$ cat config.mk
export PLATFORM = sky130hd
export DESIGN_NAME = btt_front_flat
export DESIGN_NICKNAME = d
export VERILOG_FILES = /design/src/rtl/btt_pkg.sv /design/src/rtl/btt_if.sv /design/src/rtl/btt_front.sv /design/src/flat_wrapper.sv
export SDC_FILE = /design/constraint.sdc
export NUM_CORES = 1
export LEC_CHECK = 0
export BUFFER_PORTS_ARGS = -buffer_cell sky130_fd_sc_hd__buf_2
export CAP_MARGIN = 20
export CORE_AREA = 2 2 326 328
export CTS_CLUSTER_SIZE = 14
export DETAILED_ROUTE_END_ITERATION = 10
export DIE_AREA = 0 0 328 330
export PLACE_DENSITY = 0.34
export RECOVER_POWER = 100
export SETUP_SLACK_MARGIN = 0.2
export SLEW_MARGIN = 20
export SYNTH_ARGS = -nofsm -noshare
export SYNTH_HDL_FRONTEND = slang
export SYNTH_SLANG_ARGS = --single-unit
$ cat constraint.sdc
create_clock -name clk -period 22 [get_ports clk]
set_input_delay 3.3 -clock clk [delete_from_list [all_inputs] [get_ports clk]]
set_output_delay 3.3 -clock clk [all_outputs]
set_load 0.02 [all_outputs]
$ cat src/rtl/btt_pkg.sv
`timescale 1ns / 1ps

package btt_pkg;

    // Sizes of the configuration and of the payload.
    localparam int MAX_POINTS = 64;
    localparam int COORD_W    = 32;
    localparam int LEVEL_W    = 3;
    localparam int TENSION_W  = 17;
    localparam int MAXP_W     = 7;
    localparam int IDX_W      = 6;
    localparam int CFG_IDX_W  = 2;
    localparam int CFG_DATA_W = 17;

    // Internal arithmetic widths.
    localparam int DD_W   = 6;
    localparam int SQ_W   = 12;
    localparam int D3_W   = 18;
    localparam int WGT_W  = 20;
    localparam int ACC_W  = 52;
    localparam int SUM_W  = 33;
    localparam int BLD_SHIFT = 17;

    // The divider retires this many quotient bits per cycle.
    localparam int DIV_STEPS  = 4;
    localparam int DIV_ITERS  = ACC_W / DIV_STEPS;
    localparam int DIV_CNT_W  = 4;
    localparam int REM_W      = D3_W + 1;

    // Register indexes.
    localparam logic [CFG_IDX_W-1:0] REG_LEVEL   = 2'd0;
    localparam logic [CFG_IDX_W-1:0] REG_TENSION = 2'd1;
    localparam logic [CFG_IDX_W-1:0] REG_MAX     = 2'd2;

    localparam logic [LEVEL_W-1:0]   LEVEL_MIN    = 3'd1;
    localparam logic [LEVEL_W-1:0]   LEVEL_MAX    = 3'd6;
    localparam logic [TENSION_W-1:0] TENSION_ONE  = 17'd65536;
    localparam logic [TENSION_W-1:0] TENSION_HALF = 17'd32768;
    localparam logic [MAXP_W-1:0]    MAXP_CAP     = MAXP_W'(MAX_POINTS);

    localparam logic signed [ACC_W-1:0] BLD_ROUND = ACC_W'(65536);
    localparam logic signed [ACC_W-1:0] SAT_HI    = ACC_W'(64'sd2147483647);
    localparam logic signed [ACC_W-1:0] SAT_LO    = -ACC_W'(64'sd2147483648);

    typedef struct packed {
        logic signed [COORD_W-1:0] p0_x;
        logic signed [COORD_W-1:0] p0_y;
        logic signed [COORD_W-1:0] p0_z;
        logic signed [COORD_W-1:0] p1_x;
        logic signed [COORD_W-1:0] p1_y;
        logic signed [COORD_W-1:0] p1_z;
        logic signed [COORD_W-1:0] p2_x;
        logic signed [COORD_W-1:0] p2_y;
        logic signed [COORD_W-1:0] p2_z;
        logic signed [COORD_W-1:0] p3_x;
        logic signed [COORD_W-1:0] p3_y;
        logic signed [COORD_W-1:0] p3_z;
    } in_item_t;

    typedef struct packed {
        logic [IDX_W-1:0]          point_index;
        logic signed [COORD_W-1:0] out_x;
        logic signed [COORD_W-1:0] out_y;
        logic signed [COORD_W-1:0] out_z;
        logic                      last_point;
    } out_item_t;

    // One classified item as it waits for the back end.
    typedef struct packed {
        in_item_t             pts;
        logic [TENSION_W-1:0] tension;
        logic [MAXP_W-1:0]    n;
        logic [DD_W-1:0]      dd;
        logic [D3_W-1:0]      d3;
    } job_t;

    typedef struct packed {
        logic full;
        logic empty;
    } q_stat_t;

    typedef enum logic [1:0] {
        F_IDLE,
        F_SQUARE,
        F_CUBE,
        F_PUSH
    } front_state_t;

    typedef enum logic [3:0] {
        B_IDLE,
        B_SQUARE,
        B_WEIGHT,
        B_MAC,
        B_DIVGO,
        B_DIVWAIT,
        B_BLEND,
        B_ROUND,
        B_PUT
    } back_state_t;

endpackage

$ cat src/rtl/btt_if.sv
`timescale 1ns / 1ps

// Control point channel.
interface btt_in_if;
    logic                valid;
    logic                ready;
    btt_pkg::in_item_t   data;
    modport source(output valid, output data, input ready);
    modport sink(input valid, input data, output ready);
endinterface


// Register write channel.
interface btt_cfg_if;
    logic                              valid;
    logic                              ready;
    logic [btt_pkg::CFG_IDX_W-1:0]     index;
    logic [btt_pkg::CFG_DATA_W-1:0]    wdata;
    modport source(output valid, output index, output wdata, input ready);
    modport sink(input valid, input index, input wdata, output ready);
endinterface

$ cat src/rtl/btt_front.sv
`timescale 1ns / 1ps

module btt_front
(
    input  logic                clk,
    input  logic                rst_n,
    btt_in_if.sink              items,
    btt_cfg_if.sink             cfg,
    input  btt_pkg::q_stat_t    qstat,
    output logic                push,
    output btt_pkg::job_t       push_job
);

    btt_pkg::front_state_t state_reg, state_next;

    logic [btt_pkg::LEVEL_W-1:0]   level_reg;
    logic [btt_pkg::TENSION_W-1:0] tension_reg;
    logic [btt_pkg::MAXP_W-1:0]    max_reg;

    btt_pkg::job_t                 job_reg;
    logic [btt_pkg::SQ_W-1:0]      dd2_reg;

    logic [btt_pkg::MAXP_W-1:0]    pow_n;
    logic [btt_pkg::MAXP_W-1:0]    n_cap;
    logic [btt_pkg::MAXP_W-1:0]    n_pts;
    logic [btt_pkg::DD_W-1:0]      dd_val;
    logic [btt_pkg::LEVEL_W-1:0]   lvl_w;
    logic [btt_pkg::TENSION_W-1:0] ten_w;
    logic                          accept;

    // Registers are always writable.
    assign cfg.ready = 1'b1;

    // Clamp the level; a tension above one falls back to one half.
    always_comb
    begin
        lvl_w = cfg.wdata[btt_pkg::LEVEL_W-1:0];
        if (lvl_w < btt_pkg::LEVEL_MIN)
        begin
            lvl_w = btt_pkg::LEVEL_MIN;
        end
        if (lvl_w > btt_pkg::LEVEL_MAX)
        begin
            lvl_w = btt_pkg::LEVEL_MAX;
        end
        ten_w = cfg.wdata;
        if (ten_w > btt_pkg::TENSION_ONE)
        begin
            ten_w = btt_pkg::TENSION_HALF;
        end
    end

    always_ff @(posedge clk or negedge rst_n)
    begin
        if (!rst_n)
        begin
            level_reg   <= btt_pkg::LEVEL_MIN;
            tension_reg <= btt_pkg::TENSION_HALF;
            max_reg     <= btt_pkg::MAXP_CAP;
        end
        else if (cfg.valid)
        begin
            case (cfg.index)
                btt_pkg::REG_LEVEL:   level_reg   <= lvl_w;
                btt_pkg::REG_TENSION: tension_reg <= ten_w;
                btt_pkg::REG_MAX:     max_reg     <= cfg.wdata[btt_pkg::MAXP_W-1:0];
                default:              ;
            endcase
        end
    end

    // Point count of the next item and the span D between its end points.
    always_comb
    begin
        pow_n = btt_pkg::MAXP_W'(1) << level_reg;
        n_cap = (pow_n < max_reg) ? pow_n : max_reg;
        n_pts = (n_cap < btt_pkg::MAXP_CAP) ? n_cap : btt_pkg::MAXP_CAP;
        dd_val = (n_pts > btt_pkg::MAXP_W'(1)) ?
                 btt_pkg::DD_W'(n_pts - btt_pkg::MAXP_W'(1)) : btt_pkg::DD_W'(1);
    end

    assign accept = items.valid && items.ready;

    // Next state and handshake outputs.
    always_comb
    begin
        state_next  = state_reg;
        items.ready = 1'b0;
        push        = 1'b0;
        case (state_reg)
            btt_pkg::F_IDLE:
            begin
                items.ready = 1'b1;
                if (items.valid && n_pts != '0)
                begin
                    state_next = btt_pkg::F_SQUARE;
                end
            end
            btt_pkg::F_SQUARE: state_next = btt_pkg::F_CUBE;
            btt_pkg::F_CUBE:   state_next = btt_pkg::F_PUSH;
            btt_pkg::F_PUSH:
            begin
                if (!qstat.full)
                begin
                    push       = 1'b1;
                    state_next = btt_pkg::F_IDLE;
                end
            end
            default: state_next = btt_pkg::F_IDLE;
        endcase
    end

    always_ff @(posedge clk or negedge rst_n)
    begin
        if (!rst_n)
        begin
            state_reg <= btt_pkg::F_IDLE;
        end
        else
        begin
            state_reg <= state_next;
        end
    end

    // Capture the item, then work out D^3 over two multiply steps.
    always_ff @(posedge clk)
    begin
        if (accept)
        begin
            job_reg.pts     <= items.data;
            job_reg.tension <= tension_reg;
            job_reg.n       <= n_pts;
            job_reg.dd      <= dd_val;
        end
        if (state_reg == btt_pkg::F_SQUARE)
        begin
            dd2_reg <= btt_pkg::SQ_W'(job_reg.dd) * btt_pkg::SQ_W'(job_reg.dd);
        end
        if (state_reg == btt_pkg::F_CUBE)
        begin
            job_reg.d3 <= btt_pkg::D3_W'(dd2_reg) * btt_pkg::D3_W'(job_reg.dd);
        end
    end

    assign push_job = job_reg;

endmodule

$ cat src/flat_wrapper.sv
// flat-port wrapper written by rule: the top's interface ports become plain ports
module btt_front_flat 
  (clk, rst_n, qstat, push, push_job, items_valid, items_data, items_ready, cfg_valid, cfg_index, cfg_wdata, cfg_ready);
  btt_in_if items_i ();
  btt_cfg_if cfg_i ();
  input  logic clk;
  input  logic rst_n;
  input  btt_pkg::q_stat_t qstat;
  output logic push;
  output btt_pkg::job_t push_job;
  input wire logic [$bits(items_i.valid)-1:0] items_valid;
  input wire logic [$bits(items_i.data)-1:0] items_data;
  output wire logic [$bits(items_i.ready)-1:0] items_ready;
  input wire logic [$bits(cfg_i.valid)-1:0] cfg_valid;
  input wire logic [$bits(cfg_i.index)-1:0] cfg_index;
  input wire logic [$bits(cfg_i.wdata)-1:0] cfg_wdata;
  output wire logic [$bits(cfg_i.ready)-1:0] cfg_ready;
  assign items_i.valid = items_valid;
  assign items_i.data = items_data;
  assign items_ready = items_i.ready;
  assign cfg_i.valid = cfg_valid;
  assign cfg_i.index = cfg_index;
  assign cfg_i.wdata = cfg_wdata;
  assign cfg_ready = cfg_i.ready;
  btt_front u_core (.clk(clk), .rst_n(rst_n), .items(items_i), .cfg(cfg_i), .qstat(qstat), .push(push), .push_job(push_job));
endmodule
## Yosys cells after proc, flatten, opt, wreduce, memory -nomap -nowiden

Index checks and enable logic that the tools add are counted.

- Output and inout bits: 435
- Flip-flop bits (word level): 473
- Input bits: 409
- Word-level logic and storage cells: 58

- Add/sub/neg operators: 1
- Multipliers: 2
- $lt $le $gt $ge: 6
- Shifts and indexed selects: 1
- Multiplexer cells: 11
- Reductions and logical operators: 9
- Equality and inequality tests: 7

Operators with widths:

| cell | number |
|---|---|
| 12-bit by 6-bit multiplier with 18-bit output | 1 |
| 17-bit > comparator (second input constant) | 1 |
| 17-bit 2-to-1 mux | 1 |
| 7-bit 2-to-1 mux | 2 |
| 6-bit by 6-bit multiplier with 12-bit output | 1 |
| 2-bit one-hot mux with 4 select lines | 1 |
| 2-bit AND reduction | 4 |
| 7-bit by 1-bit > comparator with 1-bit output (second input constant) | 1 |
| 7-bit less-than comparator | 1 |
| 7-bit less-than comparator (second input constant) | 1 |
| 7-bit nonzero test | 1 |
| 1-bit by 3-bit left shift with 7-bit output (first input constant) | 1 |
| 2-bit equality test (second input constant) | 3 |
| 3-bit 2-to-1 mux | 2 |
| 6-bit by 1-bit subtractor with 6-bit output (second input constant) | 1 |
| 2-bit by 1-bit equality test with 1-bit output (second input constant) | 2 |
| 2-bit logical NOT | 2 |
| 2-bit 2-to-1 mux | 2 |
| 3-bit > comparator (second input constant) | 1 |
| 3-bit by 1-bit less-than comparator with 1-bit output (second input constant) | 1 |
| 1-bit 2-to-1 mux | 3 |
| 1-bit logical AND | 2 |
| 2-bit by 1-bit != test with 1-bit output (second input constant) | 1 |
| 2-bit != test (second input constant) | 1 |

## Depth between registers and ports, before layout

- Depth after elaboration: 9
- Depth in mapped cells: 17
- Gate-level depth less buffers: 16

## Least setup slack after synthesis

No wires, ideal clock.

- Kind: input to register
- Start point: input port items_valid
- End point: register u_core.job_reg, in the netlist u_core.push_job[100], enable pin
- Arrival: 12.558 ns
- Buffers on the path: 0
- Path slack: 8.613 ns
- Cell stages on the path: 1
- Setup time: 0.829 ns
- Required time: 21.171 ns
- Cell sequence: and2_1

- Word-level cells in the longest chain between the ends: 1

RTL lines:

| what | line | text |
|---|---|---|
| start: declaration | flat_wrapper.sv:11 | `input wire logic [$bits(items_i.valid)-1:0] items_valid;` |
| 1-bit logical AND | btt_front.sv:82 | `assign accept = items.valid && items.ready;` |
| end: declaration | btt_front.sv:20 | `btt_pkg::job_t job_reg;` |

No other way between the ends.
A chain may end at the register's enable or synchronous reset.

## Final worst setup path

- Start point: input port items_valid
- End point: register u_core.job_reg, in the netlist u_core.push_job[407], enable pin

- Word-level cells in the longest chain between the ends: 1

RTL lines:

| what | line | text |
|---|---|---|
| 1-bit logical AND | btt_front.sv:82 |  |
| via u_core.accept | btt_front.sv:29 | `logic accept;` |

The timed path passes the listed nets, and every way through them passes these cells.

==> flow_metrics.py <==
metrics = {
    "setup_path": {
        "crit_path_end_kind": "flop",
        "cp_slowest_stage_delay_ns": 2.99,
        "r2r-end": "u_core.push_job[407]",
        "rrSetupSlack_ns": 11.54,
        "path_buf_inv": 4,
        "crit_arrival_ns": 12.72,
        "critPathLaunchType": "primary input",
        "path_depth": 5,
        "cpMostUsedCell": "clkbuf_1",
        "required_ns": 22.25,
        "reg2reg_from": "u_core.state_reg[1]",
        "critical_path_class": "primary input to flop",
        "critPathTopFamily": "buffers and inverters",
        "reg2regPathDepth": 6,
        "crit_chain": "clkbuf_1 > and2_0 > clkbuf_1 > clkbuf_1 > buf_12",
        "crit_fanout": 170,
        "cp_slowest_cell": "and2_0",
    },
    "synthesis": {
        "synth-seq-cells": 472,
        "synth.distinct_cells": 54,
        "ys_async_sr_fraction_pct": 6.14,
        "ys_seq_area_share_pct": 78.4,
        "synth.area.top_cells": "edfxtp_1, fa_1, ha_1",
        "synth.avg_cell_area_um2": 18.6,
        "synth_edf_count": 443,
        "synth.top_cell.area_share_pct": 74.4,
        "synth_warnings": 0,
        "syn-cell-area_um2": 17900,
        "synth_ff_type": "edfxtp_1",
        "synthCells": 964,
        "yosysTopAreaCell": "edfxtp_1",
    },
    "clocking": {
        "ctsResizeCount": 0,
        "cts_num_sinks": 472,
        "cts-root-buf": "clkbuf_16",
        "cts_buffer_depth": 3,
        "cts_tree": "done",
        "postCtsSetupBuffers": 0,
        "cts_buffers": 58,
        "clk_pin_slew_ns": 0.06,
        "cts_max_level": 2,
        "cts_hold_buf": 0,
        "clk_latency_ns": 0.65,
    },
    "route": {
        "via_per_inst": 3.67,
        "drt-pass1-iter-count": 4,
        "wire_per_inst_um": 24.7,
        "drtAntennaViolNets": 0,
        "via_count": 12100,
        "initialDrtViolationCount": 623,
        "drc": 0,
        "drt-total-wl_um": 81700,
    },
    "die": {
        "initial_utilization_pct": 17.1,
        "die_w_um": 328,
        "num_rows": 119,
        "die-area_um2": 108000,
        "die_h_um": 330,
        "core_um2": 105000,
        "io_pins": 844,
    },
    "sta": {
        "fin_setup_tns_ns": 0,
        "tightestPinTransition_ns": 4.18,
        "finalCriticalPeriod_ns": 12.47,
        "finalCritPeriodShare_pct": 56.7,
        "skew_ns": 0.0266,
        "setup_violations": 0,
        "drv_slew": 282,
        "clock.fmax_mhz": 80.2,
        "max_slew_margin_pct": -179,
        "hold_violations": 0,
        "fin_ws_ns": 9.53,
        "rsz0062_at_grt": "false",
    },
    "global_routing": {
        "antenna_found_initial": 92,
        "grt_max_degree": 171,
        "grt_usage_pct": 14.5,
        "grt_pass1_vias": 12700,
        "grt_overflow": 0,
        "grt_pass1_wl_um": 107000,
    },
    "placed_design": {
        "port_buffers": 841,
        "placement.setup.worst_slack_ns": 14.84,
        "gp_congestion": 0.886,
        "dpl.hpwl_um": 68100,
    },
    "power": {
        "power_frac_comb_pct": 39.1,
        "clkPwrFrac_pct": 25.0,
        "switchingPower_mw": 1.44,
        "p_int_mw": 2.37,
        "seqPwrFrac_pct": 36.0,
        "vdd_drop_max_uv": 97.1,
        "p_leak_nw": 9.38,
        "power_switching_share_pct": 37.8,
        "p_per_area_nw_per_um2": 152,
    },
    "cells_and_area": {
        "final_nets": 2369,
        "multi_input_area_um2": 3400,
        "regArea_um2": 14000,
        "nFillCells": 11300,
        "drive_above_1_share_pct": 24.7,
        "largest_reg_flops": 432,
        "area_growth_pct": 40.2,
        "final_core_util_pct": 24.0,
    },
    "hold_path": {
        "min_to": "u_core.push_job[47]",
        "hold_class": "flop to flop",
        "holdPathStages": 0,
        "hold_path_startpoint": "u_core.tension_reg[16]",
    },
    "outcome": {
        "violations": "capacitance limit, slew limit",
        "outcome": "finished, violations left",
    },
    "flow_run": {
        "cap_viol_max_count": 5,
    },
}
[through the flow]
step	power [mW]	instance area [um2]	hold WS, ns	instances
4_1_cts	3.94	25700	0.450	3297
3_5_place_dp	2.96	23800	0.438	3191
2_1_floorplan	2.53	17900	0.425	966
3_3_place_gp	2.98	23800	0.445	3191
5_1_grt	4.11	25100	0.471	3299
6_report	3.81	25100	0.449	3307
[per-layer routing]
layer | wire length, um | track usage (%)
met5 | 673 | 0
met4 | 2440 | 4.22
met3 | 9020 | 7.08
met2 | 40700 | 25.1
met1 | 28800 | 15.7
[worst max path at each step]
| stage | start | end | slack, ns |
|---|---|---|---|
| 6_report | items_valid | u_core.push_job[407] | 9.53 |
| 5_1_grt | items_valid | u_core.push_job[65] | 8.58 |
| 4_1_cts | qstat[1] | push | 14.96 |
| 3_5_place_dp | items_valid | u_core.push_job[302] | 14.84 |
| 3_3_place_gp | items_valid | u_core.push_job[116] | 14.89 |
| 2_1_floorplan | items_valid | u_core.push_job[100] | 8.61 |
[area by class of cell]
type	instances	share of cell area, %
Sequential cell	472	55.9
Timing Repair Buffer	849	14.6
Multi-Input combinational cell	388	13.6
Tap cell	1391	6.94
Clock buffer	68	5.94
Clock inverter	38	1.51
Inverter	91	1.36
Antenna cell	10	0.0998
[power groups by stage]
stage                     clock (mW)  sequential (mW)  combinational [mW]
after detailed placement           0             1.38                1.58
after CTS                      0.994             1.36                1.59
final                          0.951             1.37                1.49
after global placement             0             1.37                1.60
after global routing            1.02             1.39                1.70
after floorplan                    0             1.61               0.918
[placed cells by master, fill, tap and decap left out, types with 19 or more instances in the layout]
master     instances
and2_1            50
nand2_1           45
nor2_1            22
dfrtp_1           26
clkbuf_16         58
fa_1              46
inv_1             91
edfxtp_1         443
buf_2            376
ha_1              54
a21oi_1           19
clkbuf_1         482
[kinds of logic after synthesis]
logic type	synth area share, %
AND/OR/NAND/NOR	4.89
multiplexers	0.944
other	0.0420
adder cells (fa/ha/maj)	8.98
XOR/XNOR	1.08
flip-flops	78.4
AO/OA/AOI/OAI	3.30
buffers and inverters	2.33
[Yosys cell counts (3+ instances only)]
cell      number
nor3_1        11
mux2i_1        6
nor2_1        22
dfrtp_1       26
a21o_1         6
dfstp_2        3
fa_1          46
a22o_1        13
o21bai_1       5
nand2_1       45
o21a_1         7
o21ai_0       11
xnor2_1       14
clkbuf_1      12
inv_1         91
nor4_1         5
a21oi_1       17
mux2_2         7
ha_1          54
and2_1        61
xor2_1         8
edfxtp_1     443
nor2b_1        9
(Power assumes the default switching activity.)
