## config.mk

```make
export PLATFORM = sky130hd
export DESIGN_NAME = btt_queue
export DESIGN_NICKNAME = d
export VERILOG_FILES = /design/src/rtl/btt_pkg.sv /design/src/rtl/btt_queue.sv
export SDC_FILE = /design/constraint.sdc
export NUM_CORES = 1
export LEC_CHECK = 0
export BUFFER_PORTS_ARGS = -buffer_cell sky130_fd_sc_hd__buf_2
export CORE_AREA = 2 2 336 338
export CTS_BUF_LIST = sky130_fd_sc_hd__clkbuf_8
export DETAILED_ROUTE_END_ITERATION = 6
export DIE_AREA = 0 0 338 340
export SLEW_MARGIN = 20
export SYNTH_ARGS = -nofsm -noshare
export SYNTH_HDL_FRONTEND = slang
export SYNTH_SLANG_ARGS = --single-unit
```

## constraint.sdc

```tcl
create_clock -name clk -period 24.7 [get_ports clk]
set_clock_uncertainty 0.05 [all_clocks]
set_input_delay 0 -clock clk [delete_from_list [all_inputs] [get_ports clk]]
set_output_delay 0 -clock clk [all_outputs]
set_load 0.005 [all_outputs]
```

## src/rtl/btt_pkg.sv

```systemverilog
`timescale 1ns / 1ps

package btt_pkg;

    // Sizes of the configuration and of the payload.
    localparam int MAX_POINTS = 64;
    localparam int COORD_W    = 32;
    localparam int LEVEL_W    = 3;
    localparam int TENSION_W  = 17;
    localparam int MAXP_W     = 7;
    localparam int IDX_W      = 6;
    localparam int CFG_IDX_W  = 2;
    localparam int CFG_DATA_W = 17;

    // Internal arithmetic widths.
    localparam int DD_W   = 6;
    localparam int SQ_W   = 12;
    localparam int D3_W   = 18;
    localparam int WGT_W  = 20;
    localparam int ACC_W  = 52;
    localparam int SUM_W  = 33;
    localparam int BLD_SHIFT = 17;

    // The divider retires this many quotient bits per cycle.
    localparam int DIV_STEPS  = 4;
    localparam int DIV_ITERS  = ACC_W / DIV_STEPS;
    localparam int DIV_CNT_W  = 4;
    localparam int REM_W      = D3_W + 1;

    // Register indexes.
    localparam logic [CFG_IDX_W-1:0] REG_LEVEL   = 2'd0;
    localparam logic [CFG_IDX_W-1:0] REG_TENSION = 2'd1;
    localparam logic [CFG_IDX_W-1:0] REG_MAX     = 2'd2;

    localparam logic [LEVEL_W-1:0]   LEVEL_MIN    = 3'd1;
    localparam logic [LEVEL_W-1:0]   LEVEL_MAX    = 3'd6;
    localparam logic [TENSION_W-1:0] TENSION_ONE  = 17'd65536;
    localparam logic [TENSION_W-1:0] TENSION_HALF = 17'd32768;
    localparam logic [MAXP_W-1:0]    MAXP_CAP     = MAXP_W'(MAX_POINTS);

    localparam logic signed [ACC_W-1:0] BLD_ROUND = ACC_W'(65536);
    localparam logic signed [ACC_W-1:0] SAT_HI    = ACC_W'(64'sd2147483647);
    localparam logic signed [ACC_W-1:0] SAT_LO    = -ACC_W'(64'sd2147483648);

    typedef struct packed {
        logic signed [COORD_W-1:0] p0_x;
        logic signed [COORD_W-1:0] p0_y;
        logic signed [COORD_W-1:0] p0_z;
        logic signed [COORD_W-1:0] p1_x;
        logic signed [COORD_W-1:0] p1_y;
        logic signed [COORD_W-1:0] p1_z;
        logic signed [COORD_W-1:0] p2_x;
        logic signed [COORD_W-1:0] p2_y;
        logic signed [COORD_W-1:0] p2_z;
        logic signed [COORD_W-1:0] p3_x;
        logic signed [COORD_W-1:0] p3_y;
        logic signed [COORD_W-1:0] p3_z;
    } in_item_t;

    typedef struct packed {
        logic [IDX_W-1:0]          point_index;
        logic signed [COORD_W-1:0] out_x;
        logic signed [COORD_W-1:0] out_y;
        logic signed [COORD_W-1:0] out_z;
        logic                      last_point;
    } out_item_t;

    // One classified item as it waits for the back end.
    typedef struct packed {
        in_item_t             pts;
        logic [TENSION_W-1:0] tension;
        logic [MAXP_W-1:0]    n;
        logic [DD_W-1:0]      dd;
        logic [D3_W-1:0]      d3;
    } job_t;

    typedef struct packed {
        logic full;
        logic empty;
    } q_stat_t;

    typedef enum logic [1:0] {
        F_IDLE,
        F_SQUARE,
        F_CUBE,
        F_PUSH
    } front_state_t;

    typedef enum logic [3:0] {
        B_IDLE,
        B_SQUARE,
        B_WEIGHT,
        B_MAC,
        B_DIVGO,
        B_DIVWAIT,
        B_BLEND,
        B_ROUND,
        B_PUT
    } back_state_t;

endpackage

```

## src/rtl/btt_queue.sv

```systemverilog
`timescale 1ns / 1ps

module btt_queue
(
    input  logic                clk,
    input  logic                rst_n,
    input  logic                push,
    input  btt_pkg::job_t       push_job,
    input  logic                pop,
    output btt_pkg::job_t       head,
    output btt_pkg::q_stat_t    qstat
);

    btt_pkg::job_t mem [0:1];
    logic          wr_ptr_reg;
    logic          rd_ptr_reg;
    logic [1:0]    count_reg;

    assign qstat.full  = (count_reg == 2'd2);
    assign qstat.empty = (count_reg == 2'd0);
    assign head        = mem[rd_ptr_reg];

    // Two-entry job queue between the front and back ends.
    always_ff @(posedge clk or negedge rst_n)
    begin
        if (!rst_n)
        begin
            wr_ptr_reg <= 1'b0;
            rd_ptr_reg <= 1'b0;
            count_reg  <= 2'd0;
        end
        else
        begin
            if (push)
            begin
                wr_ptr_reg <= ~wr_ptr_reg;
            end
            if (pop)
            begin
                rd_ptr_reg <= ~rd_ptr_reg;
            end
            if (push && !pop)
            begin
                count_reg <= count_reg + 2'd1;
            end
            else if (pop && !push)
            begin
                count_reg <= count_reg - 2'd1;
            end
        end
    end

    always_ff @(posedge clk)
    begin
        if (push)
        begin
            mem[wr_ptr_reg] <= push_job;
        end
    end

endmodule

```

==> results of run 1 <==
-- logic make-up after synthesis --
group                      count (synthesis)  synth area share [%]
and+or+nand+nor                            5                0.0798
muxes                                    432                  19.0
xor gates and xnor gates                   5                 0.133
DFF                                      868                  79.1
buffers and inverters                     49                  1.66
adders and majority gates                  1                0.0380
-- through the flow --
stage | hold slack [ns] | setup slack (ns)
detailed placement | -0.235 | 20.35
global placement | -0.237 | 20.49
floorplan | -0.346 | 3.95
-- cell usage after synthesis --
| cell type | n |
|---|---|
| mux2_2 | 62 |
| nor2b_1 | 2 |
| ha_1 | 1 |
| xor2_1 | 4 |
| mux2_4 | 370 |
| buf_2 | 6 |
| inv_1 | 1 |
| edfxtp_1 | 864 |
| buf_8 | 11 |
| xnor2_1 | 1 |
| nor2_1 | 2 |
| buf_6 | 31 |
| dfrtp_1 | 4 |
| and2_1 | 1 |
==> impl_metrics.json, run 1 <==
{
  "status": "aborted with a tool error",
  "failing_step": "clock tree synthesis (4_1_cts)",
  "stop_error": "[ERROR RSZ-0060] Max buffer count reached.",
  "io_pins": 870,
  "clockBufferDepth": 3,
  "clock-root-buffer": "clkbuf_8",
  "num_rows": 123,
  "cts_resized": 0,
  "syn_nets": 1797,
  "htreeDepth": 4,
  "dp.final_hpwl_um": 54700,
  "holdBufCountCts": 791,
  "avgSynthCellArea_um2": 24.2,
  "die_x_um": 338,
  "syn_area_mm2": 0.0329,
  "start_util_pct": 29.5,
  "placed_cell_area_mm2": 0.0388,
  "gp_congestion": 0.847,
  "ys_ff_latch": 868,
  "cts.sinks": 868,
  "yosys_warnings": 0,
  "synth_area_leaders": "edfxtp_1 (79%), mux2_4 (17%), mux2_2 (2.1%)",
  "netlist.area_leader.share_pct": 78.8,
  "place_inst": 3701,
  "cts_made_buffers": 146,
  "ys_types": 14,
  "post_cts_buffers": 0,
  "fp.dieH_um": 340,
  "port_buffers": 869,
  "ys_seq_area_share_pct": 79.1,
  "synth_largest_area_cell": "edfxtp_1",
  "syn_inst": 1360
}
==> inputs of run 2 (changes only) <==
--- a/config.mk
+++ b/config.mk
@@ -6,10 +6,10 @@
 export NUM_CORES = 1
 export LEC_CHECK = 0
 export BUFFER_PORTS_ARGS = -buffer_cell sky130_fd_sc_hd__buf_2
-export CORE_AREA = 2 2 336 338
-export CTS_BUF_LIST = sky130_fd_sc_hd__clkbuf_8
+export CORE_MARGIN = 2
+export CORE_UTILIZATION = 30
 export DETAILED_ROUTE_END_ITERATION = 6
-export DIE_AREA = 0 0 338 340
+export PLACE_DENSITY_LB_ADDON = 0.15
 export SLEW_MARGIN = 20
 export SYNTH_ARGS = -nofsm -noshare
 export SYNTH_HDL_FRONTEND = slang
==> impl_metrics.json, run 2 <==
{
  "seqPwrFrac_pct": 41.2,
  "critical_path_class": "reg2out",
  "htreeDepth": 3,
  "synth.top_cells.by_count": "edfxtp_1 (864), mux2_4 (370), mux2_2 (62)",
  "crit_arrival_ns": 4.73,
  "grt_antenna_before_repair": 11,
  "area_delta_synth_final_pct": 49.2,
  "total_power_mw": 4.94,
  "gp_congestion": 0.765,
  "die_area_mm2": 0.112,
  "p_sw_share_pct": 27.6,
  "worstHoldStart": "push_job[142]",
  "r2r-end": "mem[1][255]",
  "rr_startpoint": "wr_ptr_reg",
  "ys_seq_area_share_pct": 79.1,
  "post_drt_wl_per_cell_um": 19.1,
  "cts_made_buffers": 95,
  "synth_edf_count": 864,
  "clock-root-buffer": "clkbuf_16",
  "fin_crit_sh_pct": 19.4,
  "final_common_cell": "buf_2",
  "largest_reg_flops": 864,
  "die_x_um": 335,
  "vias_per_cell": 4.21,
  "hold_viol": 0,
  "syn_inst": 1360,
  "ir_worst_vdd_v": 0.0000892,
  "num_rows": 121,
  "synth_most_common_cell": "edfxtp_1",
  "layout-drive-gt1-share_pct": 46.8,
  "setup_viol": 0,
  "drv_cap": 0,
  "first_iter_violations": 862,
  "place_ws_ns": 20.53,
  "synth_top_flop_cell": "edfxtp_1",
  "reg2regPathDepth": 3,
  "yosys_warnings": 0,
  "cts_resized": 0,
  "hold_end": "mem[0][142]",
  "netlist.area_leader.share_pct": 78.8,
  "syn_area_mm2": 0.0329,
  "layout_min_cycle_time_ns": 4.78,
  "fmax_ghz": 0.209,
  "coreArea_mm2": 0.109,
  "required_ns": 24.65,
  "start_util_pct": 30.3,
  "grt_pass1_vias": 21000,
  "p_comb_share_pct": 30.8,
  "finalWirelength_um": 86700,
  "dp.final_hpwl_um": 57200,
  "fin_setup_tns_ns": 0,
  "synth_largest_area_cell": "edfxtp_1",
  "drv_slew": 0,
  "status": "finished, final reports clean",
  "port_buffers": 869,
  "cp_max_fo": 56,
  "endpoint_kind": "primary output",
  "power_density_mw_per_mm2": 101,
  "start_kind": "flip-flop",
  "io_pins": 870,
  "worst_pin_slew_ns": 1.17,
  "p_switching_mw": 1.36,
  "grt_pass1_wl_um": 126000,
  "hold_class": "in2reg",
  "track_usage_pct": 14.8,
  "fp.dieH_um": 335,
  "grt_start_max_net_pins": 163,
  "gr-total-overflow": 0,
  "route.vias.total": 19100,
  "p_leak_nw": 19.6,
  "nNetsFinal": 3464,
  "cts.sinks": 868,
  "slew_headroom_pct": 22.0,
  "worstSkewPairLatency_ns": 0.65,
  "whs_ns": 0.0609,
  "worst_slack_ns": 19.92,
  "hold_path_depth": 2,
  "intPower_mw": 3.58,
  "post_cts_buffers": 0,
  "clk_pin_slew_ns": 0.06,
  "cts_tree": "yes",
  "p_clk_share_pct": 27.9,
  "avgSynthCellArea_um2": 24.2,
  "final_cell_mix": "buf_2 (869), edfxtp_1 (864), dlygate4sd3_1 (737)",
  "ys_ff_latch": 868,
  "rsz0062_at_grt": "false",
  "fillCellCount": 9648,
  "async_flop_share_pct": 0.461,
  "dr.pass1.iters": 5,
  "ys_types": 14,
  "syn_nets": 1797,
  "r2r_slack_ns": 21.27,
  "ant_nets": 0,
  "route.detailed.drc": 0,
  "synth_area_leaders": "edfxtp_1 (79%), mux2_4 (17%), mux2_2 (2.1%)",
  "clockBufferDepth": 3
}
[run 2: timing repair]
action                                  CTS  global route
endpoints found under the hold margin   872             0
hold buffers                            737             0
endpoints found under the setup margin    0             0
[run 2: final cells by class]
cell class / instances / area (µm²) / area share [%]
Tap cell: 1414 / 1770 / 3.60
Sequential cell: 868 / 26000 / 53.0
Clock buffer: 116 / 2480 / 5.04
Inverter: 1 / 3.75 / 0.00764
Clock inverter: 58 / 556 / 1.13
Multi-Input combinational cell: 443 / 6350 / 12.9
Antenna cell: 14 / 35.0 / 0.0713
Timing Repair Buffer: 1618 / 11900 / 24.2
[run 2: routing by layer]
metal	wire, µm	global-route usage (%)	vias up
met2	44700	26.9	670
met5	0	0	-
li1	-	-	8825
met3	7720	5.31	160
met1	31000	15.3	9438
met4	3260	6.55	0
[run 2: worst max path at each step]
stage                          start         to  depth (start not counted)
final                     rd_ptr_reg  head[225]                          5
after global routing      rd_ptr_reg  head[225]                          5
after CTS                 rd_ptr_reg  head[225]                          5
after detailed placement  rd_ptr_reg  head[225]                          5
after global placement    rd_ptr_reg  head[321]                          5
after floorplan           wr_ptr_reg  mem[0][0]                          1
[run 2: worst max-delay path, stage by stage, from the launching register on]
cell and delay [ns]:
dfrtp_4 0.79, buf_4 0.77, buf_4 0.93, buf_4 0.90, mux2_4 0.36, buf_2 0.13
[run 2: kinds of logic after synthesis]
logic type	Yosys count	share of synthesized area (%)
and+or+nand+nor	5	0.0798
xor gates and xnor gates	5	0.133
adders and majority gates	1	0.0380
muxes	432	19.0
buffers and inverters	49	1.66
DFF	868	79.1
[run 2: power by group through the flow]
| stage | logic (mW) | clock network (mW) | registers, mW |
|---|---|---|---|
| floorplan | 0.932 | 0 | 2.23 |
| global route | 1.63 | 1.48 | 2.06 |
| global placement | 1.45 | 0 | 2.06 |
| finish | 1.52 | 1.38 | 2.04 |
| detailed placement | 1.46 | 0 | 2.07 |
| CTS | 1.56 | 1.43 | 2.04 |
[run 2: per-stage QoR]
stage,cells,utilization [%],cell area [µm²]
floorplan,1360,-,32900
global placement,3607,35.5,38700
detailed placement,3607,35.5,38700
CTS,4518,45.1,49100
global route,4529,45.1,49100
finish,4532,45.1,49100
(Power assumes the default switching activity.)
==> inputs of run 3 (changes only) <==
==> constraint.sdc (replaced) <==
create_clock -name clk -period 4.9 [get_ports clk]
set_clock_uncertainty 0.05 [all_clocks]
set_input_delay 0 -clock clk [delete_from_list [all_inputs] [get_ports clk]]
set_output_delay 0 -clock clk [all_outputs]
set_load 0.005 [all_outputs]
==> impl_metrics.json, run 3 (same netlist as run 2, synthesis figures left out) <==
{
  "port_buffers": 869,
  "setup_viol": 0,
  "ant_nets": 0,
  "final_common_cell": "buf_2",
  "route.vias.total": 19000,
  "worst_pin_slew_ns": 1.04,
  "slew_headroom_pct": 30.7,
  "r2r_slack_ns": 2.58,
  "worstSkewPairLatency_ns": 0.65,
  "worst_slack_ns": 2.02,
  "io_pins": 870,
  "power_density_mw_per_mm2": 503,
  "whs_ns": 0.0507,
  "clock-root-buffer": "clkbuf_16",
  "final_cells": 4542,
  "critical_path_class": "reg2out",
  "fp.dieH_um": 335,
  "coreArea_mm2": 0.109,
  "final_cell_mix": "buf_2 (869), edfxtp_1 (864), dlygate4sd3_1 (742)",
  "die_area_mm2": 0.112,
  "clockBufferDepth": 3,
  "vias_per_cell": 4.19,
  "gr-total-overflow": 0,
  "finalWirelength_um": 87700,
  "post_cts_buffers": 0,
  "start_util_pct": 30.3,
  "first_iter_violations": 737,
  "htreeDepth": 3,
  "hold_viol": 0,
  "cp_max_fo": 79,
  "area_delta_synth_final_pct": 49.6,
  "clk_pin_slew_ns": 0.06,
  "rsz0062_at_grt": "false",
  "holdBufCountCts": 742,
  "endpoint_kind": "primary output",
  "cts_made_buffers": 96,
  "fmax_ghz": 0.347,
  "grt_start_max_net_pins": 144,
  "fin_crit_sh_pct": 58.8,
  "cts.sinks": 868,
  "crit_arrival_ns": 2.83,
  "dp.final_hpwl_um": 59200,
  "place_inst": 3625,
  "route.detailed.drc": 0,
  "layout-drive-gt1-share_pct": 46.7,
  "drv_cap": 0,
  "nNetsFinal": 3488,
  "required_ns": 4.85,
  "drv_slew": 0,
  "largest_reg_flops": 864,
  "layout_min_cycle_time_ns": 2.88,
  "num_rows": 121,
  "post_drt_wl_per_cell_um": 19.3,
  "status": "finished, final reports clean",
  "gp_congestion": 0.775,
  "place_ws_ns": 2.51,
  "grt_pass1_wl_um": 126000,
  "ir_worst_vdd_v": 0.000355,
  "die_x_um": 335,
  "grt_pass1_vias": 21000,
  "grt_antenna_before_repair": 12,
  "p_leak_nw": 19.6,
  "hold_class": "in2reg",
  "start_kind": "flip-flop",
  "fin_setup_tns_ns": 0,
  "dr.pass1.iters": 5,
  "cts_tree": "yes",
  "track_usage_pct": 15.0,
  "cts_resized": 0
}
run 3: cell count changes in the layout (fill, tap and decap cells not counted):
cell,previous run,this run
bufinv_16,9,5
clkinv_8,1,0
buf_12,6,10
buf_4,6,20
clkinv_2,22,13
diode_2,14,9
clkinv_16,0,1
dlygate4sd3_1,737,742
clkbuf_16,96,98
clkbuf_1,20,21
clkinv_1,18,22
inv_6,4,2
run 3: worst max-delay path: stages (launching register included):
cell     delay, ns
dfrtp_4       0.98
buf_12        0.50
mux2_4        0.36
buf_2         0.15
run 3: cell type report:
cell class,count,area (µm²)
sequential,868,26000
clock buffer,119,2530
multi-input combinational,443,6350
clock inverter,47,402
inverter,1,3.75
antenna,9,22.5
timing repair buffer,1641,12100
fill,9588,59600
tap,1414,1770
run 3: path summary, 6_finish.rpt:
kind | startpoint | endpoint | depth (start not counted)
max | rd_ptr_reg | head[299] | 3
min | push_job[195] | mem[0][195] | 2
max reg2reg | wr_ptr_reg | mem[1][87] | 2
min reg2reg | count_reg[1] | count_reg[1] | 1
max in group asynchronous | rst_n | rd_ptr_reg | 3
min in group asynchronous | rst_n | count_reg[1] | 3
run 3: where the power goes:
part           internal [mW]  leakage [nW]  switching [mW]
Clock                   3.91          1.43            2.85
Combinational           4.10          10.0            3.65
Sequential              9.85          8.15           0.405
run 3: routing by layer:
metal	share of wire, %	track usage, %	vias to the layer above
li1	-	-	8859
met2	53	27.6	658
met1	35	15.1	9360
met3	8.7	5.28	156
met4	3.6	6.59	4
met5	0.032	0	-
run 3: through the flow:
step           utilization, %  cell area (µm²)  power, mW
3_3_place_gp             35.7            38900       17.8
5_1_grt                  45.2            49200       26.0
2_1_floorplan               -            32900       15.3
3_5_place_dp             35.7            38900       17.9
4_1_cts                  45.2            49200       25.3
6_report                 45.2            49200       24.8
==> inputs of run 4 (changes only) <==
==> constraint.sdc (replaced) <==
create_clock -name clk -period 2.8 [get_ports clk]
set_clock_uncertainty 0.05 [all_clocks]
set_input_delay 0 -clock clk [delete_from_list [all_inputs] [get_ports clk]]
set_output_delay 0 -clock clk [all_outputs]
set_load 0.005 [all_outputs]
==> impl_metrics.json, run 4 (same netlist as run 2, synthesis figures left out) <==
{
  "status": "finished, final reports clean",
  "coreArea_mm2": 0.109,
  "setup_viol": 0,
  "gp_congestion": 0.801,
  "track_usage_pct": 15.4,
  "port_buffers": 869,
  "worst_pin_slew_ns": 0.728,
  "vias_per_cell": 4.24,
  "gr-total-overflow": 0,
  "dp.final_hpwl_um": 62400,
  "area_delta_synth_final_pct": 49.9,
  "p_leak_nw": 19.7,
  "worstSkewPairLatency_ns": 0.65,
  "clockBufferDepth": 3,
  "die_area_mm2": 0.112,
  "final_cells": 4528,
  "place_inst": 3642,
  "reg2regPathDepth": 2,
  "layout_min_cycle_time_ns": 2.50,
  "first_iter_violations": 763,
  "htreeDepth": 3,
  "endpoint_kind": "primary output",
  "num_rows": 121,
  "grt_pass1_wl_um": 130000,
  "hold_class": "in2reg",
  "rr_startpoint": "wr_ptr_reg",
  "nNetsFinal": 3460,
  "grt_antenna_before_repair": 11,
  "required_ns": 2.75,
  "final_common_cell": "buf_2",
  "cts.sinks": 868,
  "worstHoldStart": "push_job[348]",
  "grt_pass1_vias": 21400,
  "fin_crit_sh_pct": 89.2,
  "power_density_mw_per_mm2": 906,
  "hold_viol": 0,
  "cts_tree": "yes",
  "critical_path_class": "reg2out",
  "fp.dieH_um": 335,
  "clock-root-buffer": "clkbuf_16",
  "ir_worst_vdd_v": 0.000581,
  "start_util_pct": 30.3,
  "route.vias.total": 19200,
  "io_pins": 870,
  "start_kind": "flip-flop",
  "crit_arrival_ns": 2.45,
  "clk_pin_slew_ns": 0.06,
  "hold_path_depth": 2,
  "route.detailed.drc": 0,
  "fmax_ghz": 0.400,
  "drv_slew": 0,
  "cp_max_fo": 27,
  "layout-drive-gt1-share_pct": 48.1,
  "rsz0062_at_grt": "false",
  "cts_made_buffers": 97,
  "grt_start_max_net_pins": 77,
  "largest_reg_flops": 864,
  "ant_nets": 0,
  "post_drt_wl_per_cell_um": 19.9,
  "critPathLaunch": "rd_ptr_reg",
  "slew_headroom_pct": 51.5,
  "total_power_mw": 44.7,
  "final_cell_mix": "buf_2 (869), edfxtp_1 (864), dlygate4sd3_1 (696)",
  "drv_cap": 0,
  "dr.pass1.iters": 5,
  "finalWirelength_um": 90000,
  "die_x_um": 335
}
==> run 4: changes by cell type in the layout (fill, tap and decap cells not counted), sizes merged <==
| cell | before | now |
|---|---|---|
| clkbuf | 119 | 111 |
| inv | 5 | 4 |
| bufinv | 5 | 13 |
| diode | 9 | 8 |
| buf | 899 | 916 |
| dlygate4sd3 | 742 | 696 |
| clkinvlp | 1 | 2 |
| clkinv | 37 | 53 |
==> run 4: through the flow <==
stage / hold slack, ns / util, % / worst slack (ns) / setup TNS [ns] / instance area (µm²)
5_1_grt: 0.00864 / 45.3 / 0.170 / 0 / 49400
3_3_place_gp: -0.195 / 35.9 / 0.983 / 0 / 39100
2_1_floorplan: -0.346 / - / -4.51 / -3423.00 / 32900
4_1_cts: 0.000264 / 45.3 / 0.205 / 0 / 49300
3_5_place_dp: -0.195 / 35.9 / 0.961 / 0 / 39100
6_report: 0.0468 / 45.3 / 0.302 / 0 / 49400
==> run 4: layer usage <==
layer,vias up,routed length (µm),global-route usage [%]
met5,-,49,0
met4,6,3870,6.98
met3,171,6940,4.85
met2,674,47100,28.3
met1,9527,32000,15.9
li1,8825,-,-
==> run 4: power breakdown <==
group | leakage, nW | internal, mW | switching [mW]
sequential | 8.15 | 17.2 | 0.603
clock | 1.60 | 7.72 | 5.14
combinational | 9.97 | 7.36 | 6.66
total | 19.7 | 32.3 | 12.4
==> run 4: worst paths after layout <==
path | to | slack (ns)
min in group asynchronous | count_reg[1] | 0.30
min reg2reg | count_reg[1] | 0.43
max reg2reg | mem[1][275] | 1.01
max | head[12] | 0.30
max in group asynchronous | rd_ptr_reg | 2.10
min | mem[1][348] | 0.05
==> run 4: final cells by class <==
cell class              instances  area, µm²
clock buffers                 111       2540
clock inverters                71        714
fillers                      9583      59500
diodes                          8       20.0
inverters                       1       3.75
well taps                    1414       1770
flip-flops and latches        868      26000
repair buffers               1612      11900
multi-input cells             443       6350
==> run 4: critical path, stage by stage (launching register included) <==
cell and delay [ns]:
dfrtp_4 0.56, buf_12 0.26, buf_4 0.37, mux2_2 0.39, buf_2 0.13
==> run 4: what timing repair did <==
action / CTS / global route
buffers inserted: 0 / 0
hold buffers: 696 / 0
resized for setup: 0 / 0
hold endpoints to repair: 924 / 0
